File: config.mk
export PLATFORM = sky130hd
export DESIGN_NAME = mbd_lane
export DESIGN_NICKNAME = d
export VERILOG_FILES = /design/src/sv/mbd_pkg.sv /design/src/sv/mbd_lane.sv
export SDC_FILE = /design/constraint.sdc
export NUM_CORES = 1
export LEC_CHECK = 0
export BUFFER_PORTS_ARGS = -buffer_cell sky130_fd_sc_hd__buf_2
export CORE_MARGIN = 2
export CORE_UTILIZATION = 32
export CTS_CLUSTER_SIZE = 20
export DETAILED_ROUTE_END_ITERATION = 7
export PLACE_DENSITY = 0.51
export RECOVER_POWER = 100
export SYNTH_ARGS = -nofsm -noshare
export SYNTH_HDL_FRONTEND = slang
export SYNTH_SLANG_ARGS = --single-unit
File: constraint.sdc
create_clock -name clock -period 3.4 [get_ports clock]
set_clock_uncertainty 0.05 [all_clocks]
set_input_delay 0.51 -clock clock [delete_from_list [all_inputs] [get_ports clock]]
set_output_delay 0.51 -clock clock [all_outputs]
set_load 0.02 [all_outputs]
File: src/sv/mbd_pkg.sv
// Shared types and constants for the 2x2 box-filter mip level generator.
// No dependencies; every other file of the block refers to this package.
package mbd_pkg;

   localparam int MAX_WIDTH      = 4096;
   localparam int MAX_CHANNELS   = 4;
   localparam int ROW_LIMIT      = 4096;
   localparam int LANE_COUNT     = 4;
   localparam int CHAN_BITS      = 8;
   localparam int LANE_BITS      = CHAN_BITS + 1;
   localparam int SUM_BITS       = CHAN_BITS + 2;
   localparam int STORE_DEPTH    = MAX_WIDTH / 2;
   localparam int ADDR_BITS      = $clog2(STORE_DEPTH);
   localparam int STORE_BITS     = LANE_COUNT * LANE_BITS;
   localparam int POS_BITS       = 12;
   localparam int DIM_BITS       = 13;
   localparam int COUNT_BITS     = 3;
   localparam int CSR_INDEX_BITS = 2;

   localparam logic [CSR_INDEX_BITS-1:0] REG_IMAGE_WIDTH   = 2'd0;
   localparam logic [CSR_INDEX_BITS-1:0] REG_IMAGE_HEIGHT  = 2'd1;
   localparam logic [CSR_INDEX_BITS-1:0] REG_CHANNEL_COUNT = 2'd2;

   typedef struct packed {
      logic [CHAN_BITS-1:0] chan_in_3;
      logic [CHAN_BITS-1:0] chan_in_2;
      logic [CHAN_BITS-1:0] chan_in_1;
      logic [CHAN_BITS-1:0] chan_in_0;
   } req_payload_type;

   typedef struct packed {
      logic                 frame_last;
      logic [CHAN_BITS-1:0] chan_out_3;
      logic [CHAN_BITS-1:0] chan_out_2;
      logic [CHAN_BITS-1:0] chan_out_1;
      logic [CHAN_BITS-1:0] chan_out_0;
   } rsp_payload_type;

   // Controls from the top level to one channel lane.
   typedef struct packed {
      logic take;        // request accepted this cycle
      logic pend_load;   // pixel sits at an even column: keep it
      logic self_pair;   // one pixel wide image: pair the pixel with itself
      logic self_other;  // one pixel high image: pair the row with itself
      logic chan_on;     // channel is below the channel count
   } lane_ctl_type;

endpackage

File: src/sv/mbd_lane.sv
// One channel lane: forms the horizontal pair sum and the final 2x2 average.
// Depends on mbd_pkg for widths and the lane control struct.
module mbd_lane (
   input  logic                               clock,
   input  logic                               reset,
   input  mbd_pkg::lane_ctl_type              ctl,
   input  logic [mbd_pkg::CHAN_BITS-1:0]      pix,
   input  logic [mbd_pkg::LANE_BITS-1:0]      upper,
   output logic [mbd_pkg::LANE_BITS-1:0]      pair,
   output logic [mbd_pkg::CHAN_BITS-1:0]      result
);

   logic [mbd_pkg::CHAN_BITS-1:0] pend_ff;
   logic [mbd_pkg::CHAN_BITS-1:0] pend_in;
   logic [mbd_pkg::LANE_BITS-1:0] s1_pair_ff;
   logic [mbd_pkg::LANE_BITS-1:0] other;
   logic [mbd_pkg::SUM_BITS-1:0]  sum;

   always_comb begin
      if (ctl.self_pair) begin
         pair = {1'b0, pix} + {1'b0, pix};
      end else begin
         pair = {1'b0, pend_ff} + {1'b0, pix};
      end
      pend_in = (ctl.take && ctl.pend_load) ? pix : pend_ff;
   end

   always_ff @(posedge clock) begin
      if (reset) begin
         pend_ff <= '0;
      end else begin
         pend_ff <= pend_in;
      end
   end

   always_ff @(posedge clock) begin
      if (ctl.take) begin
         s1_pair_ff <= pair;
      end
   end

   // The average is the sum of both pair sums divided by four, truncated.
   always_comb begin
      other  = ctl.self_other ? s1_pair_ff : upper;
      sum    = {1'b0, s1_pair_ff} + {1'b0, other};
      result = ctl.chan_on ? sum[mbd_pkg::SUM_BITS-1:2] : '0;
   end

endmodule

==> impl_metrics.env <==
export IMPL_outcome="finished clean"
export IMPL_die_area_um2=5040
export IMPL_crit_path_start_kind="input port"
export IMPL_core_area_um2=4350
export IMPL_period_minus_slack_ns=3.18
export IMPL_timing_hold_ws_ns=0.407
export IMPL_fmax_ghz=0.315
export IMPL_async_flop_share=0
export IMPL_clk_path_buf_depth=2
export IMPL_start_util=0.330
export IMPL_post_cts_buffers=0
export IMPL_final_cell_count_no_fill=239
export IMPL_setup_viol_count_final=0
export IMPL_grt_pass1_wl_mm=5.35
export IMPL_gp_congestion=0.819
export IMPL_ys_seq_elements=17
export IMPL_clk_latency_ns=0.25
export IMPL_cts_tree="built"
export IMPL_synthMuxAreaShare=0.146
export IMPL_avgRoutedWirePerCell_um=12.6
export IMPL_r2r_slack_ns=1.07
export IMPL_hold_end="pend_ff[7]"
export IMPL_final_nets=229
export IMPL_regArea_um2=430
export IMPL_core_rowCount=24
export IMPL_finalSetupTns_ns=0
export IMPL_crit_required_ns=2.84
export IMPL_powerDensity_nw_per_um2=453
export IMPL_r2r_end="s1_pair_ff[8]"
export IMPL_synth_compound_area_frac=0.176
export IMPL_synthToLayoutAreaGrowth_pct=19.1
export IMPL_end_kind="primary output"
export IMPL_antennaDiodeCount=0
export IMPL_drive_gt1_frac=0.283
export IMPL_ir_worst_vdd_mv=0.164
export IMPL_num_fill_cells=452
export IMPL_route_detailed_drc=0
export IMPL_drv_cap=0
export IMPL_clkTransAtPathRegs_ns=0.06
export IMPL_finalWorstSetupSlack_ns=0.225
export IMPL_yosys_warnings=0
export IMPL_dpl_cell_count=235
export IMPL_ys_top_cells_by_area="edfxtp_1 19%, ha_1 14%, mux2_2 13%"
export IMPL_synth_largest_area_cell="edfxtp_1"
export IMPL_netlist_area_um2=1440
export IMPL_drt_pass1_iter_count=4
export IMPL_port_buffer_count=40
export IMPL_multi_input_area_um2=965
export IMPL_ctsHtreeMaxLevel=1
export IMPL_place_ws_ns=0.164
export IMPL_synthSimpleGateAreaFrac=0.160
export IMPL_drtAntennaViolNets=0
export IMPL_dp_hpwl_mm=2.51
export IMPL_min_from="pend_ff[7]"
export IMPL_synth_net_count=188
export IMPL_power_leakage_nw=0.732
export IMPL_synth_cell_types=34
export IMPL_synth_top_family_by_area="compound AO/OA/AOI/OAI gates"
export IMPL_hold_violations=0
export IMPL_critPathLaunch="ctl[2]"
export IMPL_grt_antenna_before_repair=0
export IMPL_drt_initial_drc_count=24
export IMPL_cts_buffers=3
export IMPL_synth_fa_ha_area_frac=0.153
export IMPL_slew_violations=0
export IMPL_avgSynthCellArea_um2=9.78
export IMPL_slew_headroom=0.432
export IMPL_dominantRegCellSynth="edfxtp_1"
export IMPL_fin_crit_sh=0.934
export IMPL_total_power_mw=0.776
export IMPL_grt_start_max_net_pins=19
export IMPL_vias=1175
export IMPL_r2r_worst_path_cells=7
export IMPL_clock_sinks=17
export IMPL_die_h_um=71.0
export IMPL_hold_depth=2
export IMPL_overflow=0
export IMPL_rsz0062_at_grt="no"
export IMPL_yosysSeqAreaShare=0.299
export IMPL_r2r_start="pend_ff[0]"
export IMPL_synth_edf_count=9
export IMPL_ios=41
export IMPL_synthTopCellsByCount="16 x ha_1, 16 x mux2_2, 15 x nand2_1, 11 x a21oi_1, 11 x nand3_1"
export IMPL_root_buffer="clkbuf_8"
export IMPL_synthXorXnorAreaFrac=0.0366
export IMPL_hp_class="reg2reg"
export IMPL_grt_total_usage=0.127
export IMPL_tightest_slew_ns=0.852
export IMPL_critical_path_class="in2out"
export IMPL_die_w_um=71.0
export IMPL_synth_cells=147
export IMPL_path_max_fanout=4
export IMPL_routed_wl_mm=3.02
export IMPL_viasPerCell=4.92
export IMPL_first_global_vias=1187
export IMPL_synth_top_area_frac=0.188
export IMPL_cp_arrival_ns=2.62
-- metrics by stage --
stage | instance area [µm²] | util
CTS | 1730 | 0.397
global route | 1710 | 0.393
global placement | 1680 | 0.387
detailed placement | 1680 | 0.387
floorplan | 1440 | -
finish | 1710 | 0.393
-- cells in the final DEF, fill, tap and decap left out, types with 2 or more instances in the layout --
cell type / synthesis / routed
a21o_1: 3 / 3
a21oi_1: 11 / 10
a31oi_1: 2 / 2
buf_2: 0 / 27
clkbuf_1: 3 / 13
clkbuf_8: 0 / 3
dfxtp_1: 8 / 8
edfxtp_1: 9 / 9
ha_1: 16 / 16
inv_1: 4 / 4
mux2_2: 16 / 15
mux2i_1: 3 / 3
nand2_1: 15 / 15
nand2b_1: 3 / 3
nand3_1: 11 / 11
nor2_1: 7 / 7
nor3_1: 9 / 9
nor3_2: 2 / 2
o211ai_1: 2 / 2
o21a_1: 3 / 3
xnor2_1: 3 / 3
xor2_1: 3 / 3
-- how the worst max path moves through the flow --
stage,to,slack (ns)
6_report,pair[8],0.22
5_1_grt,result[4],0.08
4_1_cts,pair[8],0.15
3_5_place_dp,pair[8],0.16
3_3_place_gp,pair[8],0.19
2_1_floorplan,pair[6],0.19
-- cell families after synthesis --
group | count (synthesis)
buffers and inverters | 9
and+or+nand+nor | 48
DFF | 17
AOI/OAI and AO/OA | 31
adders and majority gates | 17
xor gates and xnor gates | 6
muxes | 19
-- what timing repair did --
action | in CTS | in global routing
resized for setup | 0 | 1
hold buffers | 0 | 0
endpoints found under the setup margin | 0 | 1
-- area by class of cell --
| cell class | count | area share |
|---|---|---|
| clock buffers | 4 | 0.0263 |
| inverters | 4 | 0.00877 |
| multi-input cells | 121 | 0.563 |
| flip-flops and latches | 17 | 0.251 |
| well taps | 52 | 0.0380 |
| repair buffers | 41 | 0.112 |
-- sequential cells by signal, indices dropped and copies added (netlist names) --
signal      flops
s1_pair_ff      9
pend_ff         8
-- per-layer routing --
metal,share of wire,wire length [µm],global-route usage,vias to the layer above
met2,0.49,1470,0.219,30
li1,-,-,-,631
met4,0.0046,14,0.0356,0
met1,0.46,1380,0.168,512
met3,0.050,150,0.0128,2
met5,0,0,0,-
-- power by group --
group | internal (mW) | switching [mW]
Combinational | 0.151 | 0.223
Sequential | 0.242 | 0.0103
Clock | 0.0831 | 0.0674
Total | 0.475 | 0.301
-- critical path, stage by stage --
cell and delay [ns]:
buf_2 0.13, mux2_2 0.34, ha_1 0.20, fa_1 0.41, a21o_1 0.18, a21oi_2 0.19, o21ai_0 0.13, o41a_1 0.34
clkbuf_1 0.18
No activity file was read; power rests on OpenSTA's default activity.
